[src/design/qmc_pkg.sv]
// Shared types, constants and the step classification for the quadrature move counter.
package qmc_pkg;

    localparam int NUM_MOTORS  = 2;
    localparam int COUNT_WIDTH = 16;
    localparam int MOTOR_AW    = (NUM_MOTORS > 1) ? $clog2(NUM_MOTORS) : 1;
    localparam int SECOND_IDX  = (NUM_MOTORS > 1) ? 1 : 0;

    typedef logic [MOTOR_AW-1:0] motor_idx_t;
    typedef logic [COUNT_WIDTH-1:0] count_t;

    typedef enum logic [1:0] {
        KIND_EDGE    = 2'd0,
        KIND_TICK    = 2'd1,
        KIND_MOVE    = 2'd2,
        KIND_COLLECT = 2'd3
    } kind_t;

    typedef enum logic [1:0] {
        DIR_NONE = 2'd0,
        DIR_FWD  = 2'd1,
        DIR_REV  = 2'd2,
        DIR_SKIP = 2'd3
    } dir_t;

    // Per-motor record held in the state RAM.
    typedef struct packed {
        logic [1:0]  code;
        dir_t        dir;
        logic [31:0] steps;
        logic [15:0] target;
    } motor_rec_t;

    localparam int REC_W = $bits(motor_rec_t);

    typedef struct packed {
        logic       found;
        motor_idx_t idx;
    } hit_t;

    // Classifies the move from the previous A/B code to the new one.
    function automatic dir_t step_class(input logic [1:0] prev, input logic [1:0] code);
        dir_t d;
        unique case ({prev, code})
            4'h0: d = DIR_NONE;
            4'h1: d = DIR_REV;
            4'h2: d = DIR_FWD;
            4'h3: d = DIR_SKIP;
            4'h4: d = DIR_FWD;
            4'h5: d = DIR_NONE;
            4'h6: d = DIR_SKIP;
            4'h7: d = DIR_REV;
            4'h8: d = DIR_REV;
            4'h9: d = DIR_SKIP;
            4'hA: d = DIR_NONE;
            4'hB: d = DIR_FWD;
            4'hC: d = DIR_SKIP;
            4'hD: d = DIR_FWD;
            4'hE: d = DIR_REV;
            4'hF: d = DIR_NONE;
            default: d = DIR_NONE;
        endcase
        return d;
    endfunction

    // Lowest motor whose move has finished and has not yet been reported.
    function automatic hit_t find_done(input logic [NUM_MOTORS-1:0] rep,
                                       input logic [NUM_MOTORS-1:0] zer);
        hit_t h;
        h = '0;
        for (int i = NUM_MOTORS - 1; i >= 0; i--)
        begin
            if (!rep[i] && zer[i])
            begin
                h.found = 1'b1;
                h.idx   = MOTOR_AW'(i);
            end
        end
        return h;
    endfunction

endpackage

[src/design/qmc_ram.sv]
// Generic single-port-write, single-port-read RAM with registered read data.
module qmc_ram #(
    parameter int WIDTH = 8,
    parameter int DEPTH = 2,
    parameter int AW    = (DEPTH > 1) ? $clog2(DEPTH) : 1
) (
    input  logic             clk,
    input  logic             we,
    input  logic [AW-1:0]    waddr,
    input  logic [WIDTH-1:0] wdata,
    input  logic             re,
    input  logic [AW-1:0]    raddr,
    output logic [WIDTH-1:0] rdata
);

    logic [WIDTH-1:0] mem_reg [DEPTH];
    logic [WIDTH-1:0] rdata_reg;

    always_ff @(posedge clk)
    begin
        if (we)
        begin
            mem_reg[waddr] <= wdata;
        end
        if (re)
        begin
            rdata_reg <= mem_reg[raddr];
        end
    end

    assign rdata = rdata_reg;

endmodule

[src/design/quadrature_move_counter.sv]
// Quadrature move counter top level: per-motor record RAM, flag registers and result register.
//
//   Channel | Handshake            | Payload
//   --------+----------------------+-------------------------------------------------------
//   input   | in_valid / in_ready  | kind, motor, line_a, line_b, move_steps, speed_target
//   output  | out_valid/ out_ready | out_motor, direction_code, move_done, found, steps_left,
//           |                      | count_first, count_second, stop_first, stop_second,
//           |                      | target_now
//
// One transaction per cycle is sustained while out_ready is held high; a result passes through the
// second stage and then the result register once its input transaction is accepted.
// The first stage reads the motor record from the RAM, the second modifies it, writes it
// back and loads the result register; a write made in the same cycle as a read is forwarded.
// Reset returns the flags to their idle state and marks every RAM entry as unwritten, so it
// reads as zero; no clearing pass is needed.
// A stalled result register holds the second stage, which in turn holds the input.
module quadrature_move_counter
    import qmc_pkg::*;
(
    input  logic        clk,
    input  logic        rst_n,
    input  logic        in_valid,
    output logic        in_ready,
    input  logic [1:0]  kind,
    input  logic        motor,
    input  logic        line_a,
    input  logic        line_b,
    input  logic [31:0] move_steps,
    input  logic [15:0] speed_target,
    output logic        out_valid,
    input  logic        out_ready,
    output logic        out_motor,
    output logic [1:0]  direction_code,
    output logic        move_done,
    output logic        found,
    output logic [31:0] steps_left,
    output logic [15:0] count_first,
    output logic [15:0] count_second,
    output logic        stop_first,
    output logic        stop_second,
    output logic [15:0] target_now
);

    // Handshake and stage control
    logic in_fire;
    logic s1_adv;

    // Second stage
    logic        s1_valid_reg;
    kind_t       s1_kind_reg;
    logic        s1_motor_reg;
    logic        s1_ok_reg;
    motor_idx_t  s1_addr_reg;
    logic [1:0]  s1_code_reg;
    logic [31:0] s1_steps_reg;
    logic [15:0] s1_speed_reg;

    // Flag state kept in flip-flops
    logic [NUM_MOTORS-1:0] reported_reg, reported_upd, reported_next;
    logic [NUM_MOTORS-1:0] zero_reg, zero_upd, zero_next;
    logic [NUM_MOTORS-1:0] stop_reg, stop_upd, stop_next;
    logic [NUM_MOTORS-1:0] ent_valid_reg;
    count_t edge_cnt_reg [NUM_MOTORS];
    count_t edge_cnt_upd [NUM_MOTORS];
    count_t period_reg   [NUM_MOTORS];
    count_t period_upd   [NUM_MOTORS];

    // Forwarding of the write made in the cycle of a read
    logic       fwd_valid_reg;
    motor_idx_t fwd_addr_reg;
    motor_rec_t fwd_data_reg;

    // RAM interface
    logic [REC_W-1:0] ram_rdata;
    logic             ram_we;
    motor_idx_t       rd_addr;

    // First stage decode
    motor_idx_t motor_idx;
    logic       motor_ok;
    hit_t       hit0;
    hit_t       hit1;

    // Second stage datapath
    motor_rec_t base;
    motor_rec_t rec_new;
    logic       wr;
    logic       done;

    // Result register
    logic        out_valid_reg;
    logic        out_motor_reg;
    logic [1:0]  dir_out_reg;
    logic        done_out_reg;
    logic        found_out_reg;
    logic [31:0] steps_out_reg;
    logic [15:0] cnt0_out_reg;
    logic [15:0] cnt1_out_reg;
    logic        stop0_out_reg;
    logic        stop1_out_reg;
    logic [15:0] target_out_reg;

    assign s1_adv   = s1_valid_reg && (!out_valid_reg || out_ready);
    assign in_ready = !s1_valid_reg || s1_adv;
    assign in_fire  = in_valid && in_ready;

    assign motor_idx = MOTOR_AW'(motor);
    assign motor_ok  = 32'(motor) < 32'(NUM_MOTORS);

    // The collect search sees the flags as they stand after the older transaction commits.
    assign hit0 = find_done(reported_next, zero_next);

    always_comb
    begin
        unique case (kind_t'(kind))
            KIND_COLLECT: rd_addr = hit0.idx;
            KIND_TICK:    rd_addr = '0;
            KIND_EDGE,
            KIND_MOVE:    rd_addr = motor_idx;
            default:      rd_addr = motor_idx;
        endcase
    end

    qmc_ram #(
        .WIDTH (REC_W),
        .DEPTH (NUM_MOTORS),
        .AW    (MOTOR_AW)
    ) u_rec_ram (
        .clk   (clk),
        .we    (ram_we),
        .waddr (s1_addr_reg),
        .wdata (rec_new),
        .re    (in_fire),
        .raddr (rd_addr),
        .rdata (ram_rdata)
    );

    assign ram_we = s1_adv && wr;
    assign hit1   = find_done(reported_reg, zero_reg);

    always_comb
    begin
        if (fwd_valid_reg && (fwd_addr_reg == s1_addr_reg))
        begin
            base = fwd_data_reg;
        end
        else if (ent_valid_reg[s1_addr_reg])
        begin
            base = motor_rec_t'(ram_rdata);
        end
        else
        begin
            base = '0;
        end
    end

    always_comb
    begin
        rec_new      = base;
        wr           = 1'b0;
        done         = 1'b0;
        reported_upd = reported_reg;
        zero_upd     = zero_reg;
        stop_upd     = stop_reg;
        edge_cnt_upd = edge_cnt_reg;
        period_upd   = period_reg;
        unique case (s1_kind_reg)
            KIND_EDGE:
            begin
                if (s1_ok_reg)
                begin
                    rec_new.code = s1_code_reg;
                    rec_new.dir  = step_class(base.code, s1_code_reg);
                    if (base.steps == 32'd1)
                    begin
                        rec_new.steps  = '0;
                        rec_new.target = '0;
                        reported_upd[s1_addr_reg] = 1'b0;
                        done = 1'b1;
                    end
                    else if (base.steps != '0)
                    begin
                        rec_new.steps = base.steps - 32'd1;
                    end
                    edge_cnt_upd[s1_addr_reg] = edge_cnt_reg[s1_addr_reg] + count_t'(1);
                    zero_upd[s1_addr_reg] = (rec_new.steps == '0);
                    stop_upd[s1_addr_reg] = (rec_new.target == '0);
                    wr = 1'b1;
                end
            end
            KIND_TICK:
            begin
                for (int i = 0; i < NUM_MOTORS; i++)
                begin
                    period_upd[i]   = edge_cnt_reg[i];
                    edge_cnt_upd[i] = '0;
                end
            end
            KIND_MOVE:
            begin
                if (s1_ok_reg)
                begin
                    rec_new.steps  = s1_steps_reg;
                    rec_new.target = s1_speed_reg;
                    reported_upd[s1_addr_reg] = 1'b1;
                    zero_upd[s1_addr_reg] = (s1_steps_reg == '0);
                    stop_upd[s1_addr_reg] = (s1_speed_reg == '0);
                    wr = 1'b1;
                end
            end
            KIND_COLLECT:
            begin
                if (hit1.found)
                begin
                    reported_upd[hit1.idx] = 1'b1;
                end
            end
            default:
            begin
                rec_new = base;
            end
        endcase
    end

    always_comb
    begin
        reported_next = s1_adv ? reported_upd : reported_reg;
        zero_next     = s1_adv ? zero_upd : zero_reg;
        stop_next     = s1_adv ? stop_upd : stop_reg;
    end

    always_ff @(posedge clk or negedge rst_n)
    begin
        if (!rst_n)
        begin
            s1_valid_reg  <= 1'b0;
            out_valid_reg <= 1'b0;
            fwd_valid_reg <= 1'b0;
            reported_reg  <= '1;
            zero_reg      <= '1;
            stop_reg      <= '1;
            ent_valid_reg <= '0;
            for (int i = 0; i < NUM_MOTORS; i++)
            begin
                edge_cnt_reg[i] <= '0;
                period_reg[i]   <= '0;
            end
        end
        else
        begin
            if (in_ready)
            begin
                s1_valid_reg <= in_valid;
            end
            if (s1_adv)
            begin
                out_valid_reg <= 1'b1;
            end
            else if (out_ready)
            begin
                out_valid_reg <= 1'b0;
            end
            if (in_fire)
            begin
                fwd_valid_reg <= ram_we;
            end
            if (ram_we)
            begin
                ent_valid_reg[s1_addr_reg] <= 1'b1;
            end
            reported_reg <= reported_next;
            zero_reg     <= zero_next;
            stop_reg     <= stop_next;
            if (s1_adv)
            begin
                edge_cnt_reg <= edge_cnt_upd;
                period_reg   <= period_upd;
            end
        end
    end

    // Payload registers
    always_ff @(posedge clk)
    begin
        if (in_fire)
        begin
            s1_kind_reg  <= kind_t'(kind);
            s1_motor_reg <= motor;
            s1_ok_reg    <= motor_ok || (kind_t'(kind) == KIND_TICK)
                            || (kind_t'(kind) == KIND_COLLECT);
            s1_addr_reg  <= rd_addr;
            s1_code_reg  <= {line_a, line_b};
            s1_steps_reg <= move_steps;
            s1_speed_reg <= speed_target;
            fwd_addr_reg <= s1_addr_reg;
            fwd_data_reg <= rec_new;
        end
        if (s1_adv)
        begin
            unique case (s1_kind_reg)
                KIND_EDGE,
                KIND_MOVE:    out_motor_reg <= s1_motor_reg;
                KIND_TICK:    out_motor_reg <= 1'b0;
                KIND_COLLECT: out_motor_reg <= hit1.found ? hit1.idx[0] : 1'b0;
                default:      out_motor_reg <= 1'b0;
            endcase
            dir_out_reg    <= s1_ok_reg ? rec_new.dir : DIR_NONE;
            steps_out_reg  <= s1_ok_reg ? rec_new.steps : '0;
            target_out_reg <= s1_ok_reg ? rec_new.target : '0;
            done_out_reg   <= done;
            found_out_reg  <= (s1_kind_reg == KIND_COLLECT) && hit1.found;
            cnt0_out_reg   <= 16'(32'(period_upd[0]));
            cnt1_out_reg   <= (NUM_MOTORS > 1) ? 16'(32'(period_upd[SECOND_IDX])) : '0;
            stop0_out_reg  <= stop_upd[0];
            stop1_out_reg  <= (NUM_MOTORS > 1) ? stop_upd[SECOND_IDX] : 1'b1;
        end
    end

    assign out_valid      = out_valid_reg;
    assign out_motor      = out_motor_reg;
    assign direction_code = dir_out_reg;
    assign move_done      = done_out_reg;
    assign found          = found_out_reg;
    assign steps_left     = steps_out_reg;
    assign count_first    = cnt0_out_reg;
    assign count_second   = cnt1_out_reg;
    assign stop_first     = stop0_out_reg;
    assign stop_second    = stop1_out_reg;
    assign target_now     = target_out_reg;

`ifndef SYNTHESIS
    // A motor awaiting collection has a finished move and a cleared target speed.
    a_unreported_is_finished: assert property (@(posedge clk) disable iff (!rst_n)
        (~reported_reg & ~(zero_reg & stop_reg)) == '0)
        else $error("unreported motor without finished move");

    // A finishing edge leaves nothing to go and no target speed.
    a_done_clears: assert property (@(posedge clk) disable iff (!rst_n)
        out_valid && move_done |-> (steps_left == '0) && (target_now == '0))
        else $error("finished move with steps or speed left");

    // A collected motor has no steps left and is never also a finishing edge.
    a_found_consistent: assert property (@(posedge clk) disable iff (!rst_n)
        out_valid && found |-> (steps_left == '0) && !move_done)
        else $error("collect result inconsistent");

    // The second stage keeps its transaction while the result register is blocked.
    a_stage_holds: assert property (@(posedge clk) disable iff (!rst_n)
        s1_valid_reg && !s1_adv |=> s1_valid_reg && $stable(s1_addr_reg))
        else $error("second stage lost its transaction under stall");

    // The forwarded record is only used for a write made together with the read.
    a_fwd_only_on_write: assert property (@(posedge clk) disable iff (!rst_n)
        in_fire && !ram_we |=> !fwd_valid_reg)
        else $error("forwarding enabled without a write");
`endif

endmodule

[config.mk]
export PLATFORM = sky130hd
export DESIGN_NAME = quadrature_move_counter
export DESIGN_NICKNAME = d
export VERILOG_FILES = /design/src/design/qmc_pkg.sv /design/src/design/qmc_ram.sv /design/src/design/quadrature_move_counter.sv
export SDC_FILE = /design/constraint.sdc
export NUM_CORES = 1
export LEC_CHECK = 0
export ABC_AREA = 1
export BUFFER_PORTS_ARGS = -buffer_cell sky130_fd_sc_hd__buf_2
export CAP_MARGIN = 20
export CORE_AREA = 2 2 185 232
export DETAILED_ROUTE_END_ITERATION = 10
export DIE_AREA = 0 0 187 234
export GPL_TIMING_DRIVEN = 1
export PLACE_DENSITY = 0.73
export SETUP_SLACK_MARGIN = 0.05
export SLEW_MARGIN = 30
export SYNTH_ARGS = -nofsm -noshare
export SYNTH_HDL_FRONTEND = slang
export SYNTH_SLANG_ARGS = --single-unit
[constraint.sdc]
create_clock -name clk -period 4.6 [get_ports clk]
set_input_delay 0 -clock clk [delete_from_list [all_inputs] [get_ports clk]]
set_output_delay 0 -clock clk [all_outputs]
set_load 0.05 [all_outputs]
# Word level (Yosys, flattened, before mapping)
# Memory sizes are Yosys's and may differ from the RTL's. A register that Yosys moved wholly into a read port is not among the register bits.
# Cells that the tools add are included.
# totals
romBits	32
in_bits	57
mem_bits_rw	104
memories	2
out_inout_bits	89
elab_cells	135
reg_bits	269
# memory_table
name	depth	word_bits	read_ports	rd_clocked_by_memory_dff	write_ports	line_no	source
u_rec_ram.mem_reg	2	52	1	1	1	qmc_ram.sv:16	logic [WIDTH-1:0] mem_reg [DEPTH];
(name not given)	16	2	1	0	0	qmc_pkg.sv:44	unique case ({prev, code})
# op_classes
eq_ne	8
n_reduce_logical	32
muxes	47
n_bitwise	6
n_addsub	2
order_cmp	6
# op_table
op	count
2-to-1 mux 32 bit	4
2-to-1 mux 52 bit	2
2-to-1 mux 16 bit	6
case mux 48 bit (2 select lines)	1
zero test 32 bit	2
case mux 32 bit (2 select lines)	1
bitwise mux 32 bit	1
equality test 32 x 1 -> 1 bit (second input constant)	1
zero test 16 bit	2
nonzero test 32 bit	1
subtractor 32 x 1 -> 32 bit (second input constant)	1
adder 16 x 1 -> 16 bit (second input constant)	1
demux 16 bit (select 1 bit)	1
2-to-1 mux 1 bit	13
logical AND 1 bit	12
2-to-1 mux 2 bit	6
bitwise mux 2 bit	4
equality test 2 bit (second input constant)	4
case mux 2 bit (2 select lines)	2
zero test 1 bit	6
OR 2 bit	3
case mux 1 bit (3 select lines)	2
case mux 2 bit (3 select lines)	1
equality test 2 x 1 -> 1 bit (second input constant)	2
15 further kinds	22

# Logic depth before layout (Yosys ltp)
# depth
word_depth	17
ltp_mapped	32
ltp_nobuf	30

# Hierarchy
# A second synthesis with hierarchy kept.
# unflattened
hier_cells	1753
area_unflattened_um2	18627.9
# by_module_without_submodules
module	area_per_inst_um2	seq_area_each_um2	instances	cells_each
quadrature_move_counter	13155.1	7709.9	1	1425
qmc_ram	5472.7	4684.5	1	328

# Least setup slack after synthesis
# Ideal clock, no wire load.
# synth_path
path_kind	register -> register
start	register out_valid_reg (netlist: out_valid)
end	register fwd_addr_reg, enable pin
setup_slack_ps	-225
setup_ps	511
required_time_ps	4089
stages_incl_launch_ff	4
n_path_buf	0
synth_period_minus_slack_ps	4825
t_arrival_ps	4314
cell_sequence	dfrtp_1 -> nand3_1 -> nand2_1 -> inv_1
# synth_between
elab_chain_cells	5
# synth_rtl
element	line_no	source
from (decl)	quadrature_move_counter.sv:91	logic out_valid_reg;
from (signal assigned)	quadrature_move_counter.sv:237	out_valid_reg <= 1'b0;
from (signal assigned)	quadrature_move_counter.sv:257	out_valid_reg <= 1'b1;
from (signal assigned)	quadrature_move_counter.sv:261	out_valid_reg <= 1'b0;
zero test 1 bit	quadrature_move_counter.sv:103	assign s1_adv = s1_valid_reg && (!out_valid_reg || out_ready);
logical OR 1 bit	quadrature_move_counter.sv:103	
logical AND 1 bit	quadrature_move_counter.sv:103	
logical OR 1 bit	quadrature_move_counter.sv:104	assign in_ready = !s1_valid_reg || s1_adv;
net in_ready	quadrature_move_counter.sv:23	output logic in_ready,
logical AND 1 bit	quadrature_move_counter.sv:105	assign in_fire = in_valid && in_ready;
net in_fire	quadrature_move_counter.sv:45	logic in_fire;
to (signal assigned)	quadrature_move_counter.sv:295	fwd_addr_reg <= s1_addr_reg;
to (decl)	quadrature_move_counter.sv:70	motor_idx_t fwd_addr_reg;
# The timed path passes the listed nets, and every way through them passes these cells.
# A chain may end at the register's enable or synchronous reset.

# Final worst setup path
# layout_path
start	register s1_addr_reg
end	register u_rec_ram.rdata_reg[41] (netlist: u_rec_ram.rdata[41]) (read register of u_rec_ram.mem_reg), data pin
# layout_between
elab_chain_cells	16
word_cells_on_any_way	35
cone_classes	add/sub (1); order compare (2); eq/ne (2); mux (19); bitwise (3); reduce/logical (8)
# layout_rtl
element	line_no	source
from (decl)	quadrature_move_counter.sv:53	motor_idx_t s1_addr_reg;
from (signal assigned)	quadrature_move_counter.sv:291	s1_addr_reg <= rd_addr;
2-to-1 mux 1 bit (not written as such) (2 in a row)	quadrature_move_counter.sv:147	else if (ent_valid_reg[s1_addr_reg])
2-to-1 mux 52 bit	quadrature_move_counter.sv:147	
2-to-1 mux 52 bit	quadrature_move_counter.sv:143	if (fwd_valid_reg && (fwd_addr_reg == s1_addr_reg))
subtractor 32 x 1 -> 32 bit or nonzero test 32 bit (tied branches)	quadrature_move_counter.sv:183, quadrature_move_counter.sv:181	
2-to-1 mux 32 bit	quadrature_move_counter.sv:181	else if (base.steps != '0)
2-to-1 mux 32 bit	quadrature_move_counter.sv:174	if (base.steps == 32'd1)
2-to-1 mux 32 bit	quadrature_move_counter.sv:167	unique case (s1_kind_reg)
zero test 32 bit	quadrature_move_counter.sv:186	zero_upd[s1_addr_reg] = (rec_new.steps == '0);
bitwise mux 2 bit	quadrature_move_counter.sv:186	
case mux 2 bit (2 select lines)	quadrature_move_counter.sv:167	
2-to-1 mux 2 bit	quadrature_move_counter.sv:228	zero_next = s1_adv ? zero_upd : zero_reg;
logical AND 1 bit	qmc_pkg.sv:73	if (!rep[i] && zer[i])
2-to-1 mux 1 bit	qmc_pkg.sv:73	
2-to-1 mux 1 bit *	qmc_pkg.sv:73	
case mux 1 bit (3 select lines) *	quadrature_move_counter.sv:115	unique case (kind_t'(kind))
to (decl)	qmc_ram.sv:17	logic [WIDTH-1:0] rdata_reg;
# Every way passes the cells marked *; elsewhere a longest branch is shown, timed or not. The select of a mux whose other input is x is not followed.

==> flow_summary.yaml <==
finish:
  area_growth_syn_to_layout_pct: 18.8
  design_area_mm2: 0.0219
  fill_cells: 3658
  diodes: 0
  drive_gt1_frac: 0.154
  nNetsFinal: 2020
  fin_cells: 2552
  largest_reg_flops: 104
  final_core_util: 0.526
clock_network:
  cts-root-buf: "clkbuf_16"
  clock_sinks: 425
  htree_num_levels: 2
  tritoncts.num_buffers: 42
  clk_pin_slew_ns: 0.07
  insertion_delay_ns: 0.58
  cts_tree: "built"
  clock_path_buffers: 3
setup_path:
  critPathArrivalTime_ns: 4.54
  cp-start-kind: "register"
  worstPathMaxFanout: 27
  cp_num_buf_inv: 4
  crit_type: "register to register"
  crit_path_frequent_cell: "nand2_1"
  cp.required_ns: 4.90
  slowest_stage: "edfxtp_1"
  path_delay_family: "simple AND/OR/NAND/NOR gates"
  critPathMaxStageDelay_ns: 0.51
  end_kind: "register"
pwr:
  total_leakage_power_nw: 8.97
  power.switching_mw: 3.19
  switching_share: 0.307
  seqPwrFrac: 0.482
  ir_drop_mv: 0.388
  combinationalPowerShare: 0.193
  power_mw: 10.4
  power.density_mw_per_mm2: 474
  pwr-share-clk: 0.324
  intPower_mw: 7.20
route:
  drtIter0Drc: 1371
  viasPerCell: 5.30
  vias: 13500
  wl_mm: 47.3
  first_pass_iters: 5
  wl_per_cell_um: 18.5
  antenna_left: 0
  drc: 0
logic_synthesis:
  synth-seq-cells: 425
  syn_area_mm2: 0.0185
  synth.distinct_cells: 41
  synthCells: 1751
  ys_warn_count: 0
  ys.flop_type: "edfxtp_1"
  ys_seq_area_frac: 0.671
  synth_edf_count: 350
  avgSynthCellArea_um2: 10.5
  synth_fp_nets: 1811
  synthArstFlopShare: 0.176
place:
  place_hpwl_mm: 30.4
  place_area_mm2: 0.0199
  pre_cts_slack_ns: 0.109
  post-place-cells: 2415
  portBuffers: 145
  gp_congestion: 0.942
sta:
  min_period_ns: 4.24
  finalSetupTns_ns: 0
  finClkSkew_ns: 0.0266
  clock.fmax_mhz: 236
  relSlewSlack: 0.399
  setup_viol: 0
  setup_slack_ns: 0.363
  hold_viol_final: 0
  drv_slew: 0
  rsz0062_at_grt: "false"
  fin_crit_sh: 0.921
  worst_pin_slew_ns: 0.899
  hold_ws_ns: 0.101
global_route:
  grt_pass1_vias: 13100
  antenna_found_initial: 1
  overflow: 0
  grt_max_degree: 120
  grt_usage: 0.211
  grt_pass1_wl_mm: 72.0
outcome:
  status: "complete, no violations"
floorplan:
  dieArea_mm2: 0.0438
  fp.dieW_um: 187
  start_util: 0.443
  rows: 84
  core_region_area_mm2: 0.0417
  die_y_um: 234
  pin_count: 146
run:
  maxCapViolCount: 0
min_path:
  hold_path_class: "primary input to async pin"
[per-layer routing]
layer  GRT usage  part of all wire  vias up
li1            -                 -     6426
met1       0.266              0.41     6473
met2       0.370              0.50      519
met3      0.0292             0.058       97
met4      0.0811             0.036        2
met5           0           0.00015        -
[final timing paths]
kind | start | end | slack, ns | cells past startpoint
hold / removal | rst_n | period_reg[14] | 0.10 | 3
setup reg to reg | s1_addr_reg | u_rec_ram.rdata[41] | 0.36 | 26
hold reg to reg | stop_reg[1] | stop_reg[1] | 0.48 | 2
min in group clk | speed_target[14] | s1_speed_reg[14] | 0.13 | 2
setup / recovery | s1_addr_reg | u_rec_ram.rdata[41] | 0.36 | 26
max in group asynchronous | rst_n | edge_cnt_reg[1] | 4.02 | 3
[repair_timing]
action / 4_1_cts / 5_1_grt
hold endpoints to repair: 125 / 0
setup buffers: 0 / 2
hold buffers: 56 / 0
resized for setup: 0 / 15
endpoints found under the setup margin: 0 / 53
[layout by cell type (no fill, tap or decap), types with 3 or more instances in the layout]
cell,count
clkbuf_16,44
nor3_1,3
clkinvlp_4,5
o21a_1,3
o22ai_1,26
nor2_1,75
inv_6,4
nand4_1,45
dfstp_2,6
clkinv_4,3
o221ai_1,32
clkinv_1,6
clkinv_2,8
inv_1,181
nand2_2,23
xnor2_1,4
dfrtp_1,69
a21oi_1,12
xor2_1,11
nor4_1,13
dlygate4sd3_1,56
o21ai_0,136
edfxtp_1,350
nand3_1,136
buf_12,5
clkbuf_1,7
ha_1,3
nand2_1,507
buf_2,145
buf_6,6
buf_4,30
nor2_2,4
nor2_4,10
[cell usage after synthesis, drive strengths merged (2+ instances only)]
| library cell | n | area share |
|---|---|---|
| nand2 | 532 | 0.11 |
| edfxtp | 350 | 0.57 |
| inv | 185 | 0.038 |
| o21ai | 138 | 0.037 |
| nand3 | 137 | 0.038 |
| nor2 | 89 | 0.020 |
| dfrtp | 69 | 0.093 |
| clkbuf | 45 | 0.0091 |
| nand4 | 45 | 0.015 |
| buf | 34 | 0.012 |
| o221ai | 32 | 0.015 |
| o22ai | 26 | 0.0088 |
| nor4 | 14 | 0.0047 |
| a21oi | 12 | 0.0033 |
| xor2 | 11 | 0.0052 |
| dfstp | 6 | 0.0085 |
| xnor2 | 4 | 0.0019 |
| ha | 3 | 0.0020 |
| nor3 | 3 | 0.00081 |
| o21a | 3 | 0.0012 |
| a221oi | 2 | 0.00095 |
| clkinv | 2 | 0.00041 |
| o211ai | 2 | 0.00081 |
[cell type report]
class	count	area, µm²	area share
Inverter	187	713	0.0325
Sequential cell	425	12400	0.565
Clock buffer	50	1100	0.0503
Clock inverter	27	254	0.0116
Timing Repair Buffer	243	1700	0.0777
Multi-Input combinational cell	1061	5070	0.231
Tap cell	559	699	0.0319
[power groups by stage]
| stage | clock network (mW) | logic [mW] | registers (mW) |
|---|---|---|---|
| after floorplan | 0 | 0.973 | 5.47 |
| after global placement | 0 | 1.89 | 5.07 |
| after detailed placement | 0 | 1.93 | 5.09 |
| after CTS | 3.44 | 1.98 | 5.01 |
| after global routing | 3.56 | 2.19 | 5.05 |
| final | 3.37 | 2.01 | 5.01 |
[logic make-up (layout without fill, tap and decap cells)]
family / Yosys count / count (layout) / synth area share
AOI/OAI and AO/OA: 220 / 220 / 0.0702
xor gates and xnor gates: 15 / 15 / 0.00711
adders and majority gates: 3 / 3 / 0.00203
buffers and inverters: 266 / 507 / 0.0593
DFF: 425 / 425 / 0.671
and+or+nand+nor: 822 / 823 / 0.190
[worst register-to-register path: cells and delay by family, from the launching register on]
kind / cells / cell delay, ns
simple gates: 22 / 2.69
buf+inv: 4 / 0.77
flops: 1 / 0.51
Power figures use the tool's default switching activity.
